## src/rtl/pap_pkg.sv

```systemverilog
`timescale 1ns / 1ps

package pap_pkg;

    localparam int MUL_BITS   = 32;
    localparam int PROD_BITS  = 2 * MUL_BITS;
    localparam int MPP_BITS   = 24;
    localparam int CROSS_BITS = 64;
    localparam int LEN_BITS   = 48;
    localparam int AREA_BITS  = 63;
    localparam int VCNT_BITS  = 16;
    localparam int ACC_BITS   = 112;

    localparam logic [MPP_BITS-1:0] MPP_RESET = 24'd65536;

    typedef struct packed {
        logic busy;
        logic done;
    } sqrt_stat_t;

endpackage

```

## src/rtl/pap_mul.sv

```systemverilog
`timescale 1ns / 1ps

module pap_mul (
    input  logic                           aclk,
    input  logic [pap_pkg::MUL_BITS-1:0]   a,
    input  logic [pap_pkg::MUL_BITS-1:0]   b,
    output logic [pap_pkg::PROD_BITS-1:0]  prod
);

    logic [pap_pkg::PROD_BITS-1:0] prod_reg;

    always_ff @(posedge aclk) begin
        prod_reg <= pap_pkg::PROD_BITS'(a) * pap_pkg::PROD_BITS'(b);
    end

    assign prod = prod_reg;

endmodule

```

## config.mk

```make
export PLATFORM = sky130hd
export DESIGN_NAME = pap_mul
export DESIGN_NICKNAME = d
export VERILOG_FILES = /design/src/rtl/pap_pkg.sv /design/src/rtl/pap_mul.sv
export SDC_FILE = /design/constraint.sdc
export NUM_CORES = 2
export LEC_CHECK = 0
export ABC_AREA = 1
export BUFFER_PORTS_ARGS = -buffer_cell sky130_fd_sc_hd__buf_2
export CAP_MARGIN = 20
export CELL_PAD_IN_SITES_DETAIL_PLACEMENT = 0
export CELL_PAD_IN_SITES_GLOBAL_PLACEMENT = 1
export CORE_ASPECT_RATIO = 2
export CORE_MARGIN = 1.5
export CORE_UTILIZATION = 37
export DETAILED_ROUTE_END_ITERATION = 6
export GPL_ROUTABILITY_DRIVEN = 0
export GPL_TIMING_DRIVEN = 0
export HOLD_SLACK_MARGIN = 0.05
export PLACE_DENSITY_LB_ADDON = 0.3
export SYNTH_ARGS = -nofsm -noshare
export SYNTH_HDL_FRONTEND = slang
export SYNTH_SLANG_ARGS = --single-unit
export TNS_END_PERCENT = 5
```

## constraint.sdc

```tcl
create_clock -name aclk -period 6.2 [get_ports aclk]
set_input_delay 0 -clock aclk [delete_from_list [all_inputs] [get_ports aclk]]
set_output_delay 0 -clock aclk [all_outputs]
set_load 0.01 [all_outputs]
```

* Word-level counts from Yosys, hierarchy flattened *
Cells that the tools add are included.

storage, ports and cells
  logic and storage cells = 2
  bits in registers = 64

operators by class
  $mul = 1

operator list
  kind                                            count
  32-bit by 32-bit multiplier with 64-bit output  1

* Logic depth before layout (Yosys ltp) *
  depth in word-level cells = 1
  gate-level depth with buffers = 30

* Least setup slack after synthesis *
No wires, ideal clock.

  path type = input -> register
  start = input port a[25] in the netlist's numbering
  end = register prod_reg (netlist bit prod[60])
  data arrival time = 5702 ps
  slack = 386 ps
  stages = 26
  data required time = 6088 ps
  buffers on the path = 1
  cell sequence = clkbuf_1 -> nand2_1 -> fa_1 -> inv_1 -> fa_1 -> inv_1 -> fa_1 -> inv_1 -> fa_1 -> fa_1 -> fa_1 -> fa_1 -> inv_1 -> fa_1 -> inv_1 -> ha_1 -> nand2_1 -> nand2_1 -> a21oi_1 -> nand2_1 -> nand2_1 -> nand2_1 -> a21oi_1 -> nand2_1 -> nand2_1 -> nand2_1

between the ends
  longest elaborated chain between the ends = 1

RTL lines
  item                                            line           text
  start: declaration                              pap_mul.sv:5   input logic [pap_pkg::MUL_BITS-1:0] a,
  32-bit by 32-bit multiplier with 64-bit output  pap_mul.sv:13  prod_reg <= pap_pkg::PROD_BITS'(a) * pap_pkg::PROD_BITS'(b);
  end signal: assignment                          pap_mul.sv:13
  end: declaration                                pap_mul.sv:10  logic [pap_pkg::PROD_BITS-1:0] prod_reg;

No other way between the ends.

* Worst setup path after layout *
  start = input port b[7] in the netlist's numbering
  end = register prod_reg (netlist bit prod[56])

between the ends
  longest elaborated chain between the ends = 1

RTL lines
  item                                            line           text
  start: declaration                              pap_mul.sv:6   input logic [pap_pkg::MUL_BITS-1:0] b,
  32-bit by 32-bit multiplier with 64-bit output  pap_mul.sv:13

No other way between the ends.

==> results.md <==
- Vias in the first global route: 35200
- DR vias: 31900
- Port Buffers: ~130
- Htree depth: 3
- Core area: 99900 um^2
- CTS buffer count: 9
- Leading area contributor after synthesis: fa_1
- Multiplexer share of the synthesized area: 0
- Grt total ovfl: 0
- Met2 WL: a little over 80000 um
- CP startpoint: b[7]
- Num ports: between 100 and 150
- Detail Placement HPWL: ~140000 um
- Fmax: between 150 and 200 MHz
- CTS sink count: 64
- CTS tree: done
- Metal3 WL: approximately 9300 um
- Post-Layout Cell Count: roughly 6500
- Final wirelength: 159000 um
- Area of the multi-input gates: roughly 29000 um^2
- Top layer reached by signal wires: met5
- Max-Cap Viols: 0
- Main synth FF type: dfxtp_1
- Die area: approximately 100000 um^2
- XOR/XNOR Fraction of Synth Area: 0.00820
- Post-synthesis adder-cell area fraction: 0.568
- Initial Util: 0.374
- Final setup viols: 7
- Post-synthesis instance total: between 5000 and 6000
- Status: complete, but fails checks
- Layout area overhead: 12.3%
- Metal-1 WL: 49200 um
- Slew Limit Fails: 0
- Post-synth EDFFs: 0
- Critical path arrival: ~6.5 ns
- Synth top area cells: fa_1 48%, inv_1 17%, nand2_1 16%, ha_1 8.8%, dfxtp_1 3.4%
- Cell with the most instances after synthesis: inv_1
- DRC viols: 0
- Mapped cell area: approximately 37000 um^2
- Detailed-route vias per instance: 4.89
- First-pass GRT wire length: roughly 230000 um
- Largest stage delay on the critical path: roughly 0.60 ns
- Simple-gate share of the synthesized area: 0.188
- Die Y: between 400 and 500 um
- Period minus WS final: roughly 6.3 ns
- Crit-path leading delay family: adder cells
- Placed insts: 6503
- CP Max Fanout: 10
- Syn Area/Cell: 7.45 um^2
- CP startpoint kind: input pin
- Max reg flops: 64
- Setup CP Type: input pin to flop
- Netlist cell types: 23
- Total GRT Usage: 0.318
- Storage cell area: between 1000 and 1500 um^2
- Chip width: about 230 um
- Slew HR: 0.464
- Compound-gate portion of the synthesized area: 0.00853
- WL/cell: roughly 24 um
- Final Hold Fails: 0
- Crit. End Element: flop
- Reg clk slew, reported paths: roughly 0.07 ns
- RSZ-0062 raised after global routing: true
- Row cnt: roughly 160
- Largest net degree at the start of global routing: 14
- Slowest CP cell: fa_1
- First-pass DRT Iterations: 6
- Root Driver: clkbuf_16
- Synth top cells by count: 1723 x inv_1, 1566 x nand2_1, 896 x fa_1
- Detail Route Antenna Nets: 0
- Largest family of logic cells by synthesized area: adder cells
- Final nets: 6414
- Failing checks: negative setup slack
- Yosys reg bits: 64
- Hold WC Path Type: input pin to flop
- Finished Core Util: 0.420
- Levels on crit path: 25
- Worst setup path endpoint: prod[56]
- Post-synth top area share: 0.480
- Period utilization: 1.02
- FFs w/ async S/R, synth: 0
- FILL cells: roughly 11000
- Measured slew at the worst slew-check pin: 0.803 ns
- Yosys warns: 0
- Worst hold slack: about 0.093 ns
- WP buf/inv: 6
- PnR worst setup slack: -0.0984 ns
- Net Count, Synth: approximately 6200
- Most used cell, CP: fa_1
- Post-synthesis sequential area ratio: 0.0343
- Bufs on Longest Clock Path: 2
- Layout cells sized above 1: 0.101
- 1st-iter DRT viols: roughly 2100
- Critical Path RT: between 6 and 7 ns
- Antenna violations before repair: 7
==> tightest hold or removal path, cell delays in order <==
cell	delay, ns
buf_2	0.18
nand2_1	0.08
inv_1	0.05
ha_1	0.12
==> per-layer routing <==
metal  global-route usage  up-vias
met4                0.305        8
met3               0.0442      573
li1                     -    14000
met5                    0        -
met1                0.309    16000
met2                0.576     1307
==> how the worst min path moves through the flow <==
stage              end  from  slack [ns]  depth (start not counted)
2_1_floorplan  prod[0]  b[0]         0.1                          2
3_3_place_gp   prod[0]  b[0]        0.32                          3
3_5_place_dp   prod[0]  b[0]        0.32                          3
4_1_cts        prod[1]  b[1]        0.07                          4
5_1_grt        prod[1]  b[1]        0.11                          4
6_report       prod[1]  b[1]        0.09                          4
==> what timing repair did <==
action,CTS,global route
resized for setup,435,139
pin swaps,14,15
hold endpoints to repair,1,0
hold buffers,1,0
endpoints found under the setup margin,46,46
setup buffers,3,0
==> layout by cell type, fill, tap and decap left out, types with 13 or more instances in the layout <==
master and instances:
a21oi_1 27, a21oi_2 14, buf_2 132, buf_4 28, buf_6 13, buf_8 26, clkbuf_16 15, clkbuf_2 44
clkbuf_4 53, clkbuf_8 29, dfxtp_1 64, fa_1 869, fa_2 27, ha_1 243, ha_4 15, inv_1 1716
inv_2 18, nand2_1 1554, nand2_2 21, nand3_1 55, nand4_1 16, nor2_1 61, nor2_2 26, nor2_4 14
xor2_1 32
==> layout make-up <==
| cell class | count | share of cell area |
|---|---|---|
| sequential | 64 | 0.0305 |
| clock buffer | 9 | 0.00536 |
| antenna | 2 | 0.000119 |
| clock inverter | 7 | 0.00298 |
| timing repair buffer | 156 | 0.0266 |
| buffer | 192 | 0.0391 |
| tap | 1328 | 0.0396 |
| multi-input combinational | 3032 | 0.701 |
| inverter | 1735 | 0.155 |
==> cell families after synthesis <==
family / after synthesis
adders and majority gates: 1159
buffers and inverters: 1927
DFF: 64
and+or+nand+nor: 1781
xor gates and xnor gates: 35
AOI/OAI and AO/OA: 57
==> per-stage QoR <==
| stage | setup WS [ns] | instance area, um^2 | setup TNS [ns] |
|---|---|---|---|
| 6_report | -0.0984 | 42000 | -0.254 |
| 5_1_grt | -0.210 | 42000 | -4.96 |
| 4_1_cts | -0.0410 | 41700 | -0.105 |
| 3_5_place_dp | -1.52 | 40100 | -53.14 |
| 3_3_place_gp | -1.78 | 39700 | -64.77 |
| 2_1_floorplan | 0.386 | 37400 | 0 |
Power is left out: the tool's default activity adds up to more than one toggle a clock period on the data nets, which glitch-free logic cannot reach.
