### config.mk
export PLATFORM = sky130hd
export DESIGN_NAME = pap_isqrt
export DESIGN_NICKNAME = d
export VERILOG_FILES = /design/src/rtl/pap_pkg.sv /design/src/rtl/pap_isqrt.sv
export SDC_FILE = /design/constraint.sdc
export NUM_CORES = 1
export LEC_CHECK = 0
export ABC_AREA = 0
export BUFFER_PORTS_ARGS = -buffer_cell sky130_fd_sc_hd__buf_4
export CAP_MARGIN = 20
export CORE_MARGIN = 1.5
export CORE_UTILIZATION = 33
export CTS_BUF_LIST = sky130_fd_sc_hd__clkbuf_8 sky130_fd_sc_hd__clkbuf_16
export DETAILED_ROUTE_END_ITERATION = 10
export GPL_ROUTABILITY_DRIVEN = 0
export GPL_TIMING_DRIVEN = 1
export PLACE_DENSITY = 0.63
export SKIP_LAST_GASP = 1
export SLEW_MARGIN = 20
export SYNTH_ARGS = -nofsm -noshare
export SYNTH_HDL_FRONTEND = slang
export SYNTH_SLANG_ARGS = --single-unit
### constraint.sdc
create_clock -name aclk -period 4.46 [get_ports aclk]
set_input_delay 0.223 -clock aclk [delete_from_list [all_inputs] [get_ports aclk]]
set_output_delay 0.223 -clock aclk [all_outputs]
set_load 0.02 [all_outputs]
### src/rtl/pap_pkg.sv
`timescale 1ns / 1ps

package pap_pkg;

    localparam int MUL_BITS   = 32;
    localparam int PROD_BITS  = 2 * MUL_BITS;
    localparam int MPP_BITS   = 24;
    localparam int CROSS_BITS = 64;
    localparam int LEN_BITS   = 48;
    localparam int AREA_BITS  = 63;
    localparam int VCNT_BITS  = 16;
    localparam int ACC_BITS   = 112;

    localparam logic [MPP_BITS-1:0] MPP_RESET = 24'd65536;

    typedef struct packed {
        logic busy;
        logic done;
    } sqrt_stat_t;

endpackage

### src/rtl/pap_isqrt.sv
`timescale 1ns / 1ps

module pap_isqrt #(
    parameter int ROOT_BITS = 25
) (
    input  logic                    aclk,
    input  logic                    aresetn,
    input  logic                    start,
    input  logic [2*ROOT_BITS-1:0]  radicand,
    output pap_pkg::sqrt_stat_t     stat,
    output logic [ROOT_BITS-1:0]    root
);

    localparam int CNT_W = $clog2(ROOT_BITS + 1);
    localparam int REM_W = ROOT_BITS + 3;

    logic [2*ROOT_BITS-1:0] rad_reg;
    logic [REM_W-1:0]       rem_reg;
    logic [ROOT_BITS-1:0]   root_reg;
    logic [CNT_W-1:0]       cnt_reg;
    logic                   busy_reg;
    logic                   done_reg;

    logic [REM_W-1:0] rem_sh;
    logic [REM_W-1:0] trial;
    logic             fits;

    always_comb begin
        rem_sh = {rem_reg[REM_W-3:0], rad_reg[2*ROOT_BITS-1 -: 2]};
        trial  = REM_W'({root_reg, 2'b01});
        fits   = (rem_sh >= trial);
    end

    always_ff @(posedge aclk) begin
        if (!aresetn) begin
            busy_reg <= 1'b0;
            done_reg <= 1'b0;
            cnt_reg  <= '0;
        end else begin
            done_reg <= 1'b0;
            if (start) begin
                rad_reg  <= radicand;
                rem_reg  <= '0;
                root_reg <= '0;
                cnt_reg  <= CNT_W'(ROOT_BITS);
                busy_reg <= 1'b1;
            end else if (busy_reg) begin
                rem_reg  <= fits ? (rem_sh - trial) : rem_sh;
                root_reg <= {root_reg[ROOT_BITS-2:0], fits};
                rad_reg  <= rad_reg << 2;
                cnt_reg  <= cnt_reg - CNT_W'(1);
                if (cnt_reg == CNT_W'(1)) begin
                    busy_reg <= 1'b0;
                    done_reg <= 1'b1;
                end
            end
        end
    end

    assign stat.busy = busy_reg;
    assign stat.done = done_reg;
    assign root      = root_reg;

endmodule

; ---- Word-level counts from Yosys, hierarchy flattened
; Cells that the tools add are included.
[word_totals]
out_inout_bits = 27
input_bits = 53
elab_cells = 28
ff_bits = 108
[classes]
magnitude_cmp = 1
n_bitwise = 2
mux = 11
n_eq_ne = 1
n_reduce_logical = 4
addsub = 2
[ops]
columns = operator, count
row1 = $mux W50, 2
row2 = $mux W26, 2
row3 = $ge A28 B27 Y1, 1
row4 = $sub A26 B26 Y26, 1
row5 = $mux W25, 1
row6 = $mux W5, 2
row7 = $eq A5 B1 Y1 const B, 1
row8 = $sub A5 B1 Y5 const B, 1
row9 = $mux W1, 4
row10 = $reduce_or A3 Y1, 1
row11 = $not A1 Y1, 2
row12 = $reduce_and A2 Y1, 1
row13 = $reduce_bool A2 Y1, 1
row14 = $reduce_or A2 Y1, 1

; ---- Depth between registers and ports, before layout
[depth]
word_depth = 4
mapped_depth = 13

; ---- Worst setup path after synthesis
; OpenSTA, ideal clock, no wires.
[synth_timing]
path_kind = input-to-reg
start = input port start
end = register busy_reg
stages = 4
slack_ns = 0.915
path_buffers = 2
t_required_ns = 4.392
arrival_time_ns = 3.477
cell_sequence = clkbuf_1 -> clkbuf_1 -> o21a_1 -> o41a_1
[synth_between]
elab_chain_cells = 1
[synth_rtl]
columns = item, line_no
row1 = from (decl), pap_isqrt.sv:8  ; input logic start,
row2 = $mux W1, pap_isqrt.sv:41  ; if (start) begin
row3 = to (signal assigned), pap_isqrt.sv:36  ; busy_reg <= 1'b0;
row4 = to (signal assigned), pap_isqrt.sv:46  ; busy_reg <= 1'b1;
row5 = to (signal assigned), pap_isqrt.sv:53  ; busy_reg <= 1'b0;
row6 = to (decl), pap_isqrt.sv:21  ; logic busy_reg;
; Every way passes these cells.
; A chain may end at the register's enable or synchronous reset.

; ---- Final worst setup path
[layout_timing]
start = register root_reg[3], in the netlist root[3]
end = register rem_reg[15], data pin
[layout_between]
elab_chain_cells = 3
word_cells_on_any_way = 4
[layout_rtl]
columns = item, line_no
row1 = from (decl), pap_isqrt.sv:19  ; logic [ROOT_BITS-1:0] root_reg;
row2 = from (signal assigned), pap_isqrt.sv:49  ; root_reg <= {root_reg[ROOT_BITS-2:0], fits};
row3 = $sub A26 B26 Y26 or $ge A28 B27 Y1 (tied branches), "pap_isqrt.sv:48, pap_isqrt.sv:31"
row4 = $mux W26 *, pap_isqrt.sv:48  ; rem_reg <= fits ? (rem_sh - trial) : rem_sh;
row5 = $mux W26 *, pap_isqrt.sv:47  ; end else if (busy_reg) begin
row6 = to (signal assigned), pap_isqrt.sv:48
row7 = to (decl), pap_isqrt.sv:18  ; logic [REM_W-1:0] rem_reg;
; Every way passes the cells marked *; elsewhere a longest branch is shown, timed or not. The select of a mux whose other input is x is not followed.

==> flow_metrics.tcl <==
set metrics [dict create \
    multi_input_area_sq_um 2530 \
    dpl.hpwl_microns 8460 \
    cts_buffer_depth 2 \
    worstSkewPairLatency_ns 0.36 \
    min_to "rad_reg[0]$_SDFFCE_PN0P_" \
    antenna_found_initial 0 \
    grt_util_all_layers 0.132 \
    syn_inst 502 \
    cts.clk_slew.worst_paths_ns 0.08 \
    initial_core_util 0.340 \
    synth.area.top_cells "edfxtp_1 (51%), mux2_2 (9.1%), ha_1 (6.1%)" \
    synth_area_leader_cell "edfxtp_1" \
    area_delta_synth_final_pct 18.3 \
    rsz0062_at_grt "no" \
    min_from "radicand[0]" \
    clock-sinks 108 \
    grt_pass1_wl_microns 19500 \
    synth_seq_cells 108 \
    p_leak_uw 0.00280 \
    required_ns 4.54 \
    worst_pin_slew_ns 0.813 \
    synthFlopType "edfxtp_1" \
    row_count 48 \
    drt-total-wl_microns 12000 \
    min_path_cells 2 \
    drt-vias-per-instance 5.03 \
    die_w_microns 137 \
    fin_crit_sh 0.744 \
    syn_area_per_cell_sq_um 11.9 \
    status "completed" \
    antenna_cells 0 \
    synthArstFlopShare 0 \
    reg2reg_from "root[3]$_SDFFCE_PP0P_" \
    dieArea_sq_um 18800 \
    arrival_ns 3.40 \
    fin_crit_ns 3.32 \
    ios 80 \
    drt.antenna.violating_nets 0 \
    reg2reg_depth 11 \
    fp.coreArea_sq_um 17500 \
    crit_type "reg -> reg" \
    drt-initial-drc-count 183 \
    post_cts_buffers 0 \
    overflow 0 \
    htree_levels 3 \
    min_path_type "in -> reg" \
    syn_nets 584 \
    num_vias 4020 \
    cts_resized 0 \
    die_h_microns 137 \
    synth_warnings 0 \
    drcViolationCount 0 \
    final.setup.tns_ns 0 \
    hold_viol 0 \
    io_buffer_count 79 \
    ir_worst_vdd_v 0.000207 \
    largest_register_ffs 50 \
    final_common_cell "edfxtp_1" \
    final_area_sq_um 7040 \
    end_kind "flip-flop" \
    fillers 1661 \
    r2r_slack_ns 1.14 \
    relSlewSlack 0.458 \
    yosysSeqAreaShare 0.533 \
    cts_root_buf "clkbuf_16" \
    power_density_nw_per_um2 383 \
    grt_max_degree 78 \
    crit_path_max_fanout 22 \
    r2r_end "rem_reg[15]$_SDFFCE_PP0P_" \
    drv_slew 0 \
    synth.top_cell.area_share 0.510 \
    ys_types 55 \
    drt_pass1_iterations 4 \
    first_global_vias 4029 \
    synth_area_sq_um 5950 \
    num-nets-final 652 \
    dpl_cell_area_sq_um 6740 \
    cts_tree "done" \
    ctsHoldBuffers 0 \
    synth_edf_count 101 \
    final_cell_mix "edfxtp_1 (101), buf_4 (82), nor2_1 (61)" \
    startpoint_type "flip-flop" \
    setup_viol 0 \
    drive_gt1_frac 0.271 \
    drv_cap 0 \
    fmax_mhz 301 \
    p_total_uw 2700 \
    final-seq-area_sq_um 3170 \
    cts_made_buffers 9 \
    wl_per_cell_microns 15.0 \
    clock_skew_ns 0.0105 \
]
through the flow:
stage	hold slack, ns	setup slack [ns]	cells	utilization
after CTS	0.145	1.16	799	0.402
after floorplan	0.371	0.915	502	-
after detailed placement	0.497	1.19	783	0.386
after global placement	0.484	1.32	783	0.386
final	0.156	1.14	800	0.403
after global routing	0.145	0.917	800	0.403
final cells by class:
class | instances | share of cell area
Clock buffer | 9 | 0.0320
Clock inverter | 7 | 0.00835
Inverter | 36 | 0.0192
Multi-Input combinational cell | 332 | 0.360
Sequential cell | 108 | 0.451
Tap cell | 225 | 0.0400
Timing Repair Buffer | 83 | 0.0903
cells by family (layout without fill, tap and decap cells):
kind of cell             after synthesis  in the layout  synth area share
flip-flops                           108            108             0.533
multiplexers                          67             67             0.123
buffers and inverters                 62            135            0.0437
AND/OR/NAND/NOR                      125            125            0.0997
AO/OA/AOI/OAI                         84             84            0.0999
XOR/XNOR                              27             27            0.0397
adder cells (fa/ha/maj)               29             29            0.0610
how the worst max path moves through the flow:
stage                            from                   endpoint  slack [ns]  cells past startpoint
6_report        root[3]$_SDFFCE_PP0P_  rem_reg[15]$_SDFFCE_PP0P_        1.14                     11
5_1_grt         root[3]$_SDFFCE_PP0P_  rem_reg[10]$_SDFFCE_PP0P_        0.92                     11
4_1_cts         root[3]$_SDFFCE_PP0P_  rem_reg[15]$_SDFFCE_PP0P_        1.16                     11
3_5_place_dp   root[23]$_SDFFCE_PP0P_  rem_reg[16]$_SDFFCE_PP0P_        1.19                      9
3_3_place_gp    root[3]$_SDFFCE_PP0P_  rem_reg[19]$_SDFFCE_PP0P_        1.32                     11
2_1_floorplan                   start        busy_reg$_SDFF_PN0_        0.91                      4
cells in the mapped netlist, types with 2 or more instances:
| library cell | n |
|---|---|
| a211o_1 | 3 |
| a211oi_1 | 3 |
| a21boi_0 | 4 |
| a21o_1 | 12 |
| a21oi_1 | 21 |
| a21oi_2 | 3 |
| a22o_1 | 3 |
| a31o_2 | 2 |
| and2_1 | 2 |
| and3_1 | 4 |
| buf_1 | 3 |
| buf_2 | 7 |
| buf_4 | 3 |
| clkbuf_1 | 12 |
| dfxtp_1 | 7 |
| edfxtp_1 | 101 |
| ha_1 | 29 |
| inv_1 | 36 |
| mux2_2 | 48 |
| mux2i_1 | 19 |
| nand2_1 | 14 |
| nand2b_1 | 4 |
| nand3_1 | 9 |
| nand4_1 | 9 |
| nor2_1 | 61 |
| nor2b_1 | 5 |
| nor3_1 | 7 |
| nor4b_1 | 3 |
| o211ai_1 | 4 |
| o21a_1 | 6 |
| o21ai_0 | 5 |
| o21ai_1 | 2 |
| o21bai_1 | 3 |
| or4_1 | 2 |
| xnor2_1 | 21 |
| xor2_1 | 6 |
worst max-delay path, cell delays in order (launching register included):
cell	delay [ns]
edfxtp_1	0.37
inv_1	0.07
ha_1	0.37
a21o_1	0.22
nor3_1	0.21
a21oi_1	0.16
a21oi_2	0.26
o21ai_2	0.13
a21oi_4	0.62
buf_4	0.36
mux2i_1	0.23
nor2_1	0.06
power by group:
| part | internal, uW | leakage, uW | switching (uW) |
|---|---|---|---|
| logic | 302 | 0.00162 | 358 |
| clock network | 391 | 0.000145 | 400 |
| registers | 1210 | 0.00103 | 35.8 |
| total | 1910 | 0.00280 | 794 |
metal layers:
metal,vias up,global-route usage,wire [microns]
met2,115,0.208,5400
met3,15,0.0519,1040
met5,-,0,0
met1,1916,0.163,5350
li1,1974,-,-
met4,0,0.0503,188
No activity file was read; power rests on OpenSTA's default activity.
